<file path="src/mrtu_pkg.sv">
// shared types and the high-half code point table for the mac roman transcoder
package mrtu_pkg;

	// code point of mac roman bytes 0x80 to 0xff, indexed by the low seven bits
	localparam logic [15:0] HIGH_HALF_MAP [128] = '{
		16'h00C4, 16'h00C5, 16'h00C7, 16'h00C9, 16'h00D1, 16'h00D6, 16'h00DC, 16'h00E1,
		16'h00E0, 16'h00E2, 16'h00E4, 16'h00E3, 16'h00E5, 16'h00E7, 16'h00E9, 16'h00E8,
		16'h00EA, 16'h00EB, 16'h00ED, 16'h00EC, 16'h00EE, 16'h00EF, 16'h00F1, 16'h00F3,
		16'h00F2, 16'h00F4, 16'h00F6, 16'h00F5, 16'h00FA, 16'h00F9, 16'h00FB, 16'h00FC,
		16'h2020, 16'h00B0, 16'h00A2, 16'h00A3, 16'h00A7, 16'h2022, 16'h00B6, 16'h00DF,
		16'h00AE, 16'h00A9, 16'h2122, 16'h00B4, 16'h00A8, 16'h2260, 16'h00C6, 16'h00D8,
		16'h221E, 16'h00B1, 16'h2264, 16'h2265, 16'h00A5, 16'h00B5, 16'h2202, 16'h2211,
		16'h220F, 16'h03C0, 16'h222B, 16'h00AA, 16'h00BA, 16'h03A9, 16'h00E6, 16'h00F8,
		16'h00BF, 16'h00A1, 16'h00AC, 16'h221A, 16'h0192, 16'h2248, 16'h2206, 16'h00AB,
		16'h00BB, 16'h2026, 16'h00A0, 16'h00C0, 16'h00C3, 16'h00D5, 16'h0152, 16'h0153,
		16'h2013, 16'h2014, 16'h201C, 16'h201D, 16'h2018, 16'h2019, 16'h00F7, 16'h25CA,
		16'h00FF, 16'h0178, 16'h2044, 16'h20AC, 16'h2039, 16'h203A, 16'hFB01, 16'hFB02,
		16'h2021, 16'h00B7, 16'h201A, 16'h201E, 16'h2030, 16'h00C2, 16'h00CA, 16'h00C1,
		16'h00CB, 16'h00C8, 16'h00CD, 16'h00CE, 16'h00CF, 16'h00CC, 16'h00D3, 16'h00D4,
		16'hF8FF, 16'h00D2, 16'h00DA, 16'h00DB, 16'h00D9, 16'h0131, 16'h02C6, 16'h02DC,
		16'h00AF, 16'h02D8, 16'h02D9, 16'h02DA, 16'h00B8, 16'h02DD, 16'h02DB, 16'h02C7
	};

	// largest code point that fits a two-byte utf-8 sequence
	localparam logic [15:0] UTF8_TWO_MAX = 16'h07FF;

	// lead and continuation byte marks
	localparam logic [2:0] LEAD2_MARK = 3'b110;
	localparam logic [3:0] LEAD3_MARK = 4'b1110;
	localparam logic [1:0] CONT_MARK  = 2'b10;

	// number of units an item produces
	localparam logic [1:0] UNITS_ONE   = 2'd1;
	localparam logic [1:0] UNITS_TWO   = 2'd2;
	localparam logic [1:0] UNITS_THREE = 2'd3;

	// output form selected by the mode register
	localparam logic MODE_UTF8 = 1'b0;

	// code point after lookup
	typedef struct packed {
		logic [15:0] cp;
		logic        single;
	} cp_item_t;

	// encoded units of one request
	typedef struct packed {
		logic [15:0] u0;
		logic [15:0] u1;
		logic [15:0] u2;
		logic [1:0]  cnt;
	} enc_item_t;

endpackage

</file>
<file path="src/mrtu_lookup.sv">
// input register and table lookup stages of the transcoder
module mrtu_lookup (
	input  logic              clk,
	input  logic              arst_n,
	input  logic              in_valid,
	output logic              in_ready,
	input  logic [7:0]        in_byte,
	input  logic              mode,
	output logic              item_valid,
	input  logic              item_ready,
	output mrtu_pkg::cp_item_t item
);

	logic       v_s1;
	logic [7:0] byte_s1;
	logic       mode_s1;
	logic       v_s2;
	mrtu_pkg::cp_item_t item_s2;
	logic       rdy_s1;
	logic       rdy_s2;

	// a stage moves when it is empty or its successor takes its content
	assign rdy_s2   = !v_s2 || item_ready;
	assign rdy_s1   = !v_s1 || rdy_s2;
	assign in_ready = rdy_s1;

	// stage 1 valid
	always_ff @(posedge clk or negedge arst_n) begin
		if (!arst_n) begin
			v_s1 <= 1'b0;
		end else if (rdy_s1) begin
			v_s1 <= in_valid;
		end
	end

	// stage 1 payload
	always_ff @(posedge clk) begin
		if (rdy_s1 && in_valid) begin
			byte_s1 <= in_byte;
			mode_s1 <= mode;
		end
	end

	// stage 2 valid
	always_ff @(posedge clk or negedge arst_n) begin
		if (!arst_n) begin
			v_s2 <= 1'b0;
		end else if (rdy_s2) begin
			v_s2 <= v_s1;
		end
	end

	// stage 2 payload: ascii passes, high half goes through the table
	always_ff @(posedge clk) begin
		if (rdy_s2 && v_s1) begin
			if (!byte_s1[7]) begin
				item_s2.cp <= {8'h00, byte_s1};
			end else begin
				item_s2.cp <= mrtu_pkg::HIGH_HALF_MAP[byte_s1[6:0]];
			end
			item_s2.single <= !byte_s1[7] || (mode_s1 != mrtu_pkg::MODE_UTF8);
		end
	end

	assign item_valid = v_s2;
	assign item       = item_s2;

endmodule

</file>
<file path="src/mrtu_encode.sv">
// utf-8 encoding stage of the transcoder
module mrtu_encode (
	input  logic                clk,
	input  logic                arst_n,
	input  logic                item_valid,
	output logic                item_ready,
	input  mrtu_pkg::cp_item_t  item,
	output logic                enc_valid,
	input  logic                enc_ready,
	output mrtu_pkg::enc_item_t enc
);

	logic                v_s3;
	mrtu_pkg::enc_item_t enc_s3;
	mrtu_pkg::enc_item_t enc_d;
	logic                rdy_s3;

	assign rdy_s3     = !v_s3 || enc_ready;
	assign item_ready = rdy_s3;

	// split the code point into one, two or three units
	always_comb begin
		enc_d.u0  = item.cp;
		enc_d.u1  = '0;
		enc_d.u2  = '0;
		enc_d.cnt = mrtu_pkg::UNITS_ONE;
		if (!item.single) begin
			if (item.cp <= mrtu_pkg::UTF8_TWO_MAX) begin
				enc_d.u0  = {8'h00, mrtu_pkg::LEAD2_MARK, item.cp[10:6]};
				enc_d.u1  = {8'h00, mrtu_pkg::CONT_MARK, item.cp[5:0]};
				enc_d.cnt = mrtu_pkg::UNITS_TWO;
			end else begin
				enc_d.u0  = {8'h00, mrtu_pkg::LEAD3_MARK, item.cp[15:12]};
				enc_d.u1  = {8'h00, mrtu_pkg::CONT_MARK, item.cp[11:6]};
				enc_d.u2  = {8'h00, mrtu_pkg::CONT_MARK, item.cp[5:0]};
				enc_d.cnt = mrtu_pkg::UNITS_THREE;
			end
		end
	end

	// stage 3 valid
	always_ff @(posedge clk or negedge arst_n) begin
		if (!arst_n) begin
			v_s3 <= 1'b0;
		end else if (rdy_s3) begin
			v_s3 <= item_valid;
		end
	end

	// stage 3 payload
	always_ff @(posedge clk) begin
		if (rdy_s3 && item_valid) begin
			enc_s3 <= enc_d;
		end
	end

	assign enc_valid = v_s3;
	assign enc       = enc_s3;

endmodule

</file>
<file path="src/mrtu_serializer.sv">
// output stage that hands out the encoded units one per cycle while out_ready is high
module mrtu_serializer (
	input  logic                clk,
	input  logic                arst_n,
	input  logic                enc_valid,
	output logic                enc_ready,
	input  mrtu_pkg::enc_item_t enc,
	output logic                out_valid,
	input  logic                out_ready,
	output logic [15:0]         out_unit,
	output logic                last_unit
);

	logic        v_q;
	logic [1:0]  cnt_q;
	logic [15:0] u0_q;
	logic [15:0] u1_q;
	logic [15:0] u2_q;
	logic        take;
	logic        load;
	logic        on_last;

	assign on_last   = (cnt_q == mrtu_pkg::UNITS_ONE);
	assign take      = v_q && out_ready;
	assign enc_ready = !v_q || (take && on_last);
	assign load      = enc_valid && enc_ready;

	// occupancy and remaining unit count
	always_ff @(posedge clk or negedge arst_n) begin
		if (!arst_n) begin
			v_q   <= 1'b0;
			cnt_q <= 2'd0;
		end else if (load) begin
			v_q   <= 1'b1;
			cnt_q <= enc.cnt;
		end else if (take) begin
			v_q   <= !on_last;
			cnt_q <= cnt_q - 2'd1;
		end
	end

	// unit shift register, head is on the port
	always_ff @(posedge clk) begin
		if (load) begin
			u0_q <= enc.u0;
			u1_q <= enc.u1;
			u2_q <= enc.u2;
		end else if (take) begin
			u0_q <= u1_q;
			u1_q <= u2_q;
		end
	end

	assign out_valid = v_q;
	assign out_unit  = u0_q;
	assign last_unit = on_last;

	// a held request always has units left
	a_cnt_nonzero: assert property (@(posedge clk) disable iff (!arst_n)
		v_q |-> (cnt_q != 2'd0))
		else $error("serializer holds a request with no units left");

	// a unit that is not the last one is followed by another
	a_more_follow: assert property (@(posedge clk) disable iff (!arst_n)
		(take && !on_last) |=> v_q)
		else $error("serializer dropped units of a request");

	// the next unit is the one queued behind the head
	a_shift_order: assert property (@(posedge clk) disable iff (!arst_n)
		(take && !on_last) |=> (out_unit == $past(u1_q)))
		else $error("serializer unit order broken");

	// nothing shows after the last unit unless a new request loaded
	a_empty_after_last: assert property (@(posedge clk) disable iff (!arst_n)
		(take && on_last && !load) |=> !v_q)
		else $error("serializer repeated a request");

endmodule

</file>
<file path="src/mac_roman_to_unicode_transcoder_unit.sv">
// top level of the mac roman to unicode transcoder
// Converts one Mac Roman byte per request into UTF-8 bytes (cfg write 0, the
// reset default) or one 16-bit code unit (cfg write 1). ASCII bytes always give
// a single unit; high-half bytes in UTF-8 mode give two or three units, the final
// one flagged by last_unit. A request passes an input register, a table lookup
// stage and an encode stage, then an output register that hands out one unit per
// cycle while out_ready is high, so a request holds the output until all of its
// one to three units are taken. Single-unit traffic flows at one request per
// cycle while out_ready is high; the one-unit output port makes a multi-unit request hold back the next.
// Change the mode only while the block is empty.
module mac_roman_to_unicode_transcoder_unit (
	input  logic        clk,
	input  logic        arst_n,
	input  logic        cfg_valid,
	output logic        cfg_ready,
	input  logic        cfg_data,
	input  logic        in_valid,
	output logic        in_ready,
	input  logic [7:0]  in_byte,
	output logic        out_valid,
	input  logic        out_ready,
	output logic [15:0] out_unit,
	output logic        last_unit
);

	logic                output_mode_q;
	logic                item_valid;
	logic                item_ready;
	mrtu_pkg::cp_item_t  item;
	logic                enc_valid;
	logic                enc_ready;
	mrtu_pkg::enc_item_t enc;

	// mode register
	assign cfg_ready = 1'b1;

	always_ff @(posedge clk or negedge arst_n) begin
		if (!arst_n) begin
			output_mode_q <= mrtu_pkg::MODE_UTF8;
		end else if (cfg_valid && cfg_ready) begin
			output_mode_q <= cfg_data;
		end
	end

	// input register and table lookup
	mrtu_lookup u_lookup (
		.clk        (clk),
		.arst_n     (arst_n),
		.in_valid   (in_valid),
		.in_ready   (in_ready),
		.in_byte    (in_byte),
		.mode       (output_mode_q),
		.item_valid (item_valid),
		.item_ready (item_ready),
		.item       (item)
	);

	// utf-8 encoding
	mrtu_encode u_encode (
		.clk        (clk),
		.arst_n     (arst_n),
		.item_valid (item_valid),
		.item_ready (item_ready),
		.item       (item),
		.enc_valid  (enc_valid),
		.enc_ready  (enc_ready),
		.enc        (enc)
	);

	// unit output
	mrtu_serializer u_serializer (
		.clk       (clk),
		.arst_n    (arst_n),
		.enc_valid (enc_valid),
		.enc_ready (enc_ready),
		.enc       (enc),
		.out_valid (out_valid),
		.out_ready (out_ready),
		.out_unit  (out_unit),
		.last_unit (last_unit)
	);

endmodule
</file>
<file path="config.mk">
export PLATFORM = sky130hd
export DESIGN_NAME = mac_roman_to_unicode_transcoder_unit
export DESIGN_NICKNAME = d
export VERILOG_FILES = /design/src/mrtu_pkg.sv /design/src/mrtu_lookup.sv /design/src/mrtu_encode.sv /design/src/mrtu_serializer.sv /design/src/mac_roman_to_unicode_transcoder_unit.sv
export SDC_FILE = /design/constraint.sdc
export NUM_CORES = 1
export LEC_CHECK = 0
export ABC_AREA = 1
export BUFFER_PORTS_ARGS = -buffer_cell sky130_fd_sc_hd__buf_4
export CELL_PAD_IN_SITES_DETAIL_PLACEMENT = 1
export CELL_PAD_IN_SITES_GLOBAL_PLACEMENT = 1
export CORE_MARGIN = 1
export CORE_UTILIZATION = 51
export CTS_CLUSTER_DIAMETER = 50
export CTS_CLUSTER_SIZE = 16
export DETAILED_ROUTE_END_ITERATION = 12
export PLACE_DENSITY = 0.94
export SLEW_MARGIN = 20
export SYNTH_ARGS = -nofsm -noshare
export SYNTH_HDL_FRONTEND = slang
export SYNTH_HIERARCHICAL = 1
export SYNTH_SLANG_ARGS = --single-unit
</file>
<file path="constraint.sdc">
create_clock -name clk -period 5.19 [get_ports clk]
set_input_delay 1.038 -clock clk [delete_from_list [all_inputs] [get_ports clk]]
set_output_delay 1.038 -clock clk [all_outputs]
set_load 0.01 [all_outputs]
</file>
* Word-level counts from Yosys, hierarchy flattened
Memory sizes are Yosys's and may differ from the RTL's.
Index checks and enable logic that the tools add are counted.
** Word-level totals
- Register bits :: 131
- ROM bits :: 2048
- Input bits :: 14
- Logic and storage cells :: 59
- Memories :: 1
** Memories
- (no name shown) :: depth 128, width 16, rd ports 1, clocked after memory_dff 0, wr ports 0, RTL line mrtu_lookup.sv:59 : item_s2.cp <= mrtu_pkg::HIGH_HALF_MAP[byte_s1[6:0]];
** Cells by class
- Add/subtract/negate cells :: 1
- Order comparisons :: 2
- Eq/ne operators :: 1
- Mux-type cells :: 15
- Bitwise operators :: 1
- Reductions and logical operators :: 19
** Operators with widths (count)
- 16-bit two-way mux :: 6
- 50-bit two-way mux :: 1
- 22-bit two-way mux :: 1
- 16-bit by 11-bit <= comparator with 1-bit output (second input constant) :: 1
- 8-bit greater-or-equal comparator (second input constant) :: 1
- 8-bit two-way mux :: 1
- 7-bit inverter with 8-bit output :: 1
- 7-bit two-way mux :: 1
- 1-bit logical AND :: 6
- 1-bit logical NOT :: 6
- 1-bit logical OR :: 5
- 2-bit two-way mux :: 2
- 1-bit two-way mux :: 3
- 2-bit by 1-bit == test with 1-bit output (second input constant) :: 1
- 2-bit nonzero test :: 1
- 2-bit OR reduction :: 1
- 2-bit by 1-bit subtractor with 2-bit output (second input constant) :: 1

* Logic depth before layout (Yosys ltp)
Gate-level depths: netlist of the first run.
- Depth in word-level cells :: 7
- Gate-level depth with buffers :: 12

* By module
Netlist of the first run, hierarchy kept.
** By module, submodules not included
- mrtu_lookup :: times used 1, cells each 425, area each 2613.8 sq um, sequential area each 740.7 sq um
- mrtu_serializer :: times used 1, cells each 177, area each 2085.8 sq um, sequential area each 1516.5 sq um
- mrtu_encode :: times used 1, cells each 136, area each 1491.4 sq um, sequential area each 955.9 sq um
- mac_roman_to_unicode_transcoder_unit :: times used 1, cells each 7, area each 51.3 sq um, sequential area each 25.0 sq um

* Worst setup path after synthesis of the first run
OpenSTA, ideal clock, no wires.
- Path type :: in2reg
- Start :: input out_ready
- End :: register u_encode.enc_s3 (netlist bit u_encode/enc[0]), enable pin
- Arrival :: 2791 ps
- Slack :: 1969 ps
- Stages on the path :: 4
- Buffers on the path :: 0
- Path through :: nand2_1 nand2_4 inv_1 a21oi_1
** On the way
- Longest elaborated chain between the ends :: 5
** RTL lines
- start: declaration :: RTL line mac_roman_to_unicode_transcoder_unit.sv:21 : input logic out_ready,
- 1-bit logical AND :: RTL line mrtu_serializer.sv:24 : assign take = v_q && out_ready;
- 1-bit logical AND :: RTL line mrtu_serializer.sv:25 : assign enc_ready = !v_q || (take && on_last);
- 1-bit logical OR :: RTL line mrtu_serializer.sv:25
- net enc_ready :: RTL line mac_roman_to_unicode_transcoder_unit.sv:31 : logic enc_ready;
- 1-bit logical OR :: RTL line mrtu_encode.sv:18 : assign rdy_s3 = !v_s3 || enc_ready;
- 1-bit logical AND :: RTL line mrtu_encode.sv:52 : if (rdy_s3 && item_valid) begin
- end signal: assignment :: RTL line mrtu_encode.sv:53 : enc_s3 <= enc_d;
- end: declaration :: RTL line mrtu_encode.sv:14 : mrtu_pkg::enc_item_t enc_s3;
The timed path passes the listed nets, and every way through them passes these cells.
A chain may end at the register's enable or synchronous reset.

* Final worst setup path of the first run
- Start :: input out_ready
- End :: output in_ready
** On the way
- Longest elaborated chain between the ends :: 6
** RTL lines
- 1-bit logical AND :: RTL line mrtu_serializer.sv:24
- 1-bit logical AND :: RTL line mrtu_serializer.sv:25
- 1-bit logical OR :: RTL line mrtu_serializer.sv:25
- net enc_ready :: RTL line mac_roman_to_unicode_transcoder_unit.sv:31
- 1-bit logical OR :: RTL line mrtu_encode.sv:18
- net item_ready :: RTL line mac_roman_to_unicode_transcoder_unit.sv:28 : logic item_ready;
- 1-bit logical OR :: RTL line mrtu_lookup.sv:23 : assign rdy_s2 = !v_s2 || item_ready;
- 1-bit logical OR :: RTL line mrtu_lookup.sv:24 : assign rdy_s1 = !v_s1 || rdy_s2;
- end: declaration :: RTL line mac_roman_to_unicode_transcoder_unit.sv:18 : output logic in_ready,
The timed path passes the listed nets, and every way through them passes these cells.

==> results_dict.tcl, run 1 <==
set metrics [dict create \
    hold_path_class "register to register" \
    ys_seq_elements 109 \
    first_iter_violations 499 \
    grt_use_total_pct 30.6 \
    core_um2 12000 \
    die_w_um 113 \
    final_cell_mix "nand2_1 (282), edfxtp_1 (102), nand3_1 (66), inv_1 (59), nor2_1 (54)" \
    port_buffers 32 \
    ys_async_sr_fraction_pct 6.42 \
    status "completed" \
    totalNegativeSetupSlack_ps 0 \
    setup_slack_ps 2260 \
    drive_gt1_share_pct 11.1 \
    clockBufferDepth 2 \
    clock.fmax_mhz 342 \
    peakVddDrop_uv 263 \
    end_kind "output pin" \
    ioPinCount 34 \
    netlist_area_um2 6240 \
    fin_cells 912 \
    start_kind "input port" \
    hold_violations 0 \
    setup_viol 0 \
    dpl.hpwl_um 13400 \
    fillers 1450 \
    busiest_layer "met2" \
    fin_worst_skew_ps 8.41 \
    final_common_cell "nand2_1" \
    cts_max_level 3 \
    clock_latency_ps 350 \
    worstSetupPathType "input port to output pin" \
    std_cell_rows 40 \
    ant_nets 0 \
    grt_pass1_wl_um 29000 \
    gr-usage-met1_pct 36.0 \
    post-route-period-util_pct 56.4 \
    met2_usage_pct 53.6 \
    dieArea_um2 12700 \
    worstMarginPinSlew_ps 850 \
    cp.required_ps 4150 \
    firstDrtPassIters 5 \
    antenna_cells 0 \
    wl_per_cell_um 20.4 \
    maxCapViolations 0 \
    fp.dieH_um 113 \
    drt_wl_total_um 18600 \
    start_util_pct 52.2 \
    place.gp.congestion 1.03 \
    synthFlopType "edfxtp_1" \
    cp_slowest_cell "buf_4" \
    tritoncts.num_buffers 9 \
    cts_sinks 109 \
    p_leak_nw 3.08 \
    ys_types 34 \
    p_per_area_nw_per_um2 462 \
    dp.cells 895 \
    cts_tree "yes" \
    cts_setup_buffers 0 \
    cts_resized 0 \
    cts-root-buf "clkbuf_16" \
    place_area_um2 6420 \
    p_total_mw 3.12 \
    syn_area_per_cell_um2 8.38 \
    grt_max_degree 49 \
    via_per_inst 5.71 \
    min_period_ps 2930 \
    arrival_ps 1890 \
    slew_violations 0 \
    antenna_found_initial 0 \
    drc 0 \
    synth_edf_count 102 \
    use_met3_pct 4.86 \
    grt_pass1_vias 5306 \
    crit_family "buffers and inverters" \
    clk_pin_slew_worst_paths_ps 70 \
    area_growth_pct 8.18 \
    seq_area_frac_synth_pct 51.9 \
    max_stage_delay_ps 170 \
    yosysWarnings 6 \
    critical_path.cell_chain "buf_4, nand2_1, nand2_4, inv_1, nand2_1, inv_1, nand3_1, buf_4" \
    critPathBufInv 4 \
    stdcell_area_um2 6750 \
    path_max_fanout 5 \
    vias 5206 \
    syn_inst 745 \
    place_ws_ps 2270 \
    slew_headroom_pct 43.3 \
    nets 787 \
    grt_setup_unrepaired "no" \
    cts_hold_buf 0 \
    grt_remaining_overflow 0 \
]
==> final cells by class <==
| cell class | count | area [um^2] | share of cell area (%) |
|---|---|---|---|
| sequential | 109 | 3240 | 48.0 |
| multi-input combinational | 537 | 2470 | 36.6 |
| timing repair buffer | 37 | 298 | 4.41 |
| inverter | 66 | 255 | 3.78 |
| clock buffer | 9 | 225 | 3.34 |
| tap | 147 | 184 | 2.72 |
| clock inverter | 7 | 83.8 | 1.24 |
==> report_power, final <==
group / internal [mW] / switching, mW
sequential: 1.21 / 0.149
clock: 0.381 / 0.325
combinational: 0.309 / 0.741
==> stage by stage <==
step	hold WS [ps]	utilization [%]
floorplan	400	-
global placement	401	53.6
detailed placement	406	53.6
CTS	422	56.2
global route	441	56.5
finish	422	56.5
==> logic make-up (layout without fill, tap and decap cells) <==
group	count (synthesis)	count (layout)	share of synthesized area, %
adders and majority gates	13	13	2.61
AOI/OAI and AO/OA	64	64	5.53
buffers and inverters	116	119	9.78
other	2	19	0.120
DFF	109	109	51.9
and+or+nand+nor	441	441	30.1
==> flip-flops by register name, summed over array words and instances (netlist names), 2 cells and up <==
register	cells
u_serializer/cnt_q	2
u_serializer/u2_q	16
u_encode/enc	31
u_lookup/byte_s1	8
u_serializer/u1_q	16
u_lookup/item	14
u_serializer/out_unit	16
==> synthesized netlist by cell type (4+ instances only) <==
| master | number | area share (%) |
|---|---|---|
| nand2_1 | 282 | 17 |
| clkbuf_1 | 5 | 0.30 |
| ha_1 | 13 | 2.6 |
| o21ai_0 | 25 | 2.0 |
| buf_4 | 33 | 4.0 |
| nand2_2 | 12 | 1.2 |
| nor2_4 | 5 | 0.90 |
| nand4_1 | 8 | 0.80 |
| buf_2 | 8 | 0.64 |
| dfrtp_1 | 7 | 2.8 |
| nor2_1 | 54 | 3.2 |
| a21oi_1 | 25 | 2.0 |
| nor3_1 | 4 | 0.32 |
| nand3_1 | 66 | 5.3 |
| inv_1 | 59 | 3.5 |
| edfxtp_1 | 102 | 49 |
| o211ai_1 | 6 | 0.72 |
| inv_2 | 5 | 0.30 |
==> worst register-to-register path: stages (launching register included) <==
cell and delay, ps:
edfxtp_1 740, inv_2 250, ha_1 320, nand2_1 370, inv_1 70, o21ai_0 260
nand2_1 90, o21ai_0 370, nand2_1 110
==> final timing paths <==
kind	start	slack, ps	cells past startpoint	to
max	out_ready	2260	8	in_ready
min	u_encode/enc[4]	420	0	u_serializer/u2_q[2]
max reg2reg	u_lookup/byte_s1[1]	2350	8	u_lookup/item[14]
min reg2reg	u_encode/enc[4]	420	0	u_serializer/u2_q[2]
max in group asynchronous	arst_n	4580	1	u_serializer/cnt_q[0]
min in group asynchronous	arst_n	490	1	output_mode_q
==> layer usage <==
metal	vias up	routed length, um
li1	2422	-
met1	2530	7250
met2	187	9440
met3	67	962
met4	0	979
met5	-	0
(Power assumes the default switching activity.)
==> run 2, diff against run 1 <==
--- a/config.mk
+++ b/config.mk
@@ -10,11 +10,11 @@
 export CELL_PAD_IN_SITES_DETAIL_PLACEMENT = 1
 export CELL_PAD_IN_SITES_GLOBAL_PLACEMENT = 1
 export CORE_MARGIN = 1
-export CORE_UTILIZATION = 51
+export CORE_UTILIZATION = 43
 export CTS_CLUSTER_DIAMETER = 50
 export CTS_CLUSTER_SIZE = 16
 export DETAILED_ROUTE_END_ITERATION = 12
-export PLACE_DENSITY = 0.94
+export PLACE_DENSITY = 0.85
 export SLEW_MARGIN = 20
 export SYNTH_ARGS = -nofsm -noshare
 export SYNTH_HDL_FRONTEND = slang
==> constraint.sdc (replaced) <==
create_clock -name clk -period 2.4 [get_ports clk]
set_input_delay 0.48 -clock clk [delete_from_list [all_inputs] [get_ports clk]]
set_output_delay 0.48 -clock clk [all_outputs]
set_load 0.01 [all_outputs]
==> results_dict.tcl, run 2 (synthesis gave the netlist of run 1 again) <==
set metrics [dict create \
    tritoncts.num_buffers 9 \
    place.gp.congestion 1.03 \
    die_w_um 122 \
    slew_violations 0 \
    drive_gt1_share_pct 13.7 \
    maxCapViolations 0 \
    grt_pass1_wl_um 31300 \
    clockBufferDepth 2 \
    std_cell_rows 43 \
    min_period_ps 2260 \
    antenna_cells 0 \
    cts_max_level 3 \
    firstDrtPassIters 5 \
    dieArea_um2 15000 \
    area_growth_pct 12.3 \
    grt_use_total_pct 28.7 \
    final_cell_mix "nand2_1 (282), edfxtp_1 (102), nand3_1 (66), inv_1 (59), buf_4 (56)" \
    hold_path_class "input port to register" \
    wl_per_cell_um 21.0 \
    arrival_ps 1780 \
    worstSetupPathType "register to output pin" \
    grt_max_degree 49 \
    slew_headroom_pct 60.5 \
    totalNegativeSetupSlack_ps 0 \
    cts_sinks 109 \
    nets 811 \
    core_um2 14000 \
    end_kind "output pin" \
    clk_pin_slew_worst_paths_ps 70 \
    start_util_pct 44.5 \
    largest_register_ffs 31 \
    dp.cells 947 \
    cts_tree "yes" \
    status "completed" \
    setup_viol 0 \
    cts-root-buf "clkbuf_16" \
    p_leak_nw 3.21 \
    clock_latency_ps 360 \
    final_common_cell "nand2_1" \
    path_max_fanout 5 \
    fillers 1692 \
    hold_violations 0 \
    p_per_area_nw_per_um2 1000 \
    vias 5401 \
    p_total_mw 7.01 \
    fp.dieH_um 122 \
    ioPinCount 34 \
    drt_wl_total_um 20300 \
    grt_remaining_overflow 0 \
    drc 0 \
    port_buffers 32 \
    via_per_inst 5.57 \
    holdWs_ps 293 \
    clock.fmax_mhz 442 \
    grt_setup_unrepaired "no" \
    start_kind "register" \
    cp.required_ps 1920 \
    fin_worst_skew_ps 13.9 \
    antenna_found_initial 0 \
    ant_nets 0 \
    grt_pass1_vias 5678 \
    worstMarginPinSlew_ps 592 \
    post-route-period-util_pct 94.3 \
    dpl.hpwl_um 14700 \
    r2r_slack_ps 150 \
    fin_cells 969 \
    peakVddDrop_uv 417 \
    first_iter_violations 484 \
]
[run 2: cell types whose count changed in the layout (fill, tap and decap cells not counted)]
cell | before | now
buf_12 | 0 | 3
inv_8 | 0 | 2
buf_4 | 36 | 56
dlygate4sd3_1 | 0 | 1
clkinv_8 | 1 | 0
inv_6 | 3 | 2
[run 2: cell type report]
type | instances | area (um^2) | share of cell area [%]
Inverter | 66 | 255 | 3.64
Multi-Input combinational cell | 537 | 2470 | 35.2
Tap cell | 180 | 225 | 3.21
Clock buffer | 9 | 225 | 3.21
Timing Repair Buffer | 61 | 518 | 7.39
Sequential cell | 109 | 3240 | 46.2
Clock inverter | 7 | 81.3 | 1.16
[run 2: power by group]
group | leakage, nW | internal [mW] | switching, mW
clock network | 0.148 | 0.828 | 0.744
logic | 2.02 | 0.791 | 1.77
registers | 1.04 | 2.63 | 0.252
[run 2: critical path, stage by stage (launching register included)]
cell,delay (ps)
dfrtp_1,400
ha_1,240
nand2_1,110
nand2_4,80
inv_1,100
nand2_1,80
inv_1,110
nand3_1,130
buf_4,190
[run 2: worst paths after layout]
path,startpoint,end,depth (start not counted)
max,u_serializer/cnt_q[0],in_ready,8
min,in_byte[7],u_lookup/byte_s1[7],1
max reg2reg,u_lookup/byte_s1[1],u_lookup/item[5],9
min reg2reg,u_encode/enc[5],u_serializer/u2_q[3],0
max in group asynchronous,arst_n,u_serializer/cnt_q[0],2
min in group asynchronous,arst_n,u_lookup/v_s1,2
[run 2: per-stage QoR]
stage	instance area (um^2)	setup slack [ps]	util (%)
2_1_floorplan	6310	204	-
3_3_place_gp	6640	202	47.3
3_5_place_dp	6640	129	47.3
4_1_cts	6950	104	49.5
5_1_grt	7010	27.6	49.9
6_report	7010	136	49.9
[run 2: repair_timing]
action,CTS,global route
hold buffers,1,0
buffers inserted,0,4
resized for setup,0,0
endpoints found under the setup margin,0,4
hold endpoints to repair,7,0
[run 2: routing by layer]
layer / GRT usage [%] / share of wire (%)
met3: 5.53 / 4.8
met1: 31.6 / 38
met4: 19.0 / 6.5
met2: 50.4 / 51
met5: 0 / 0
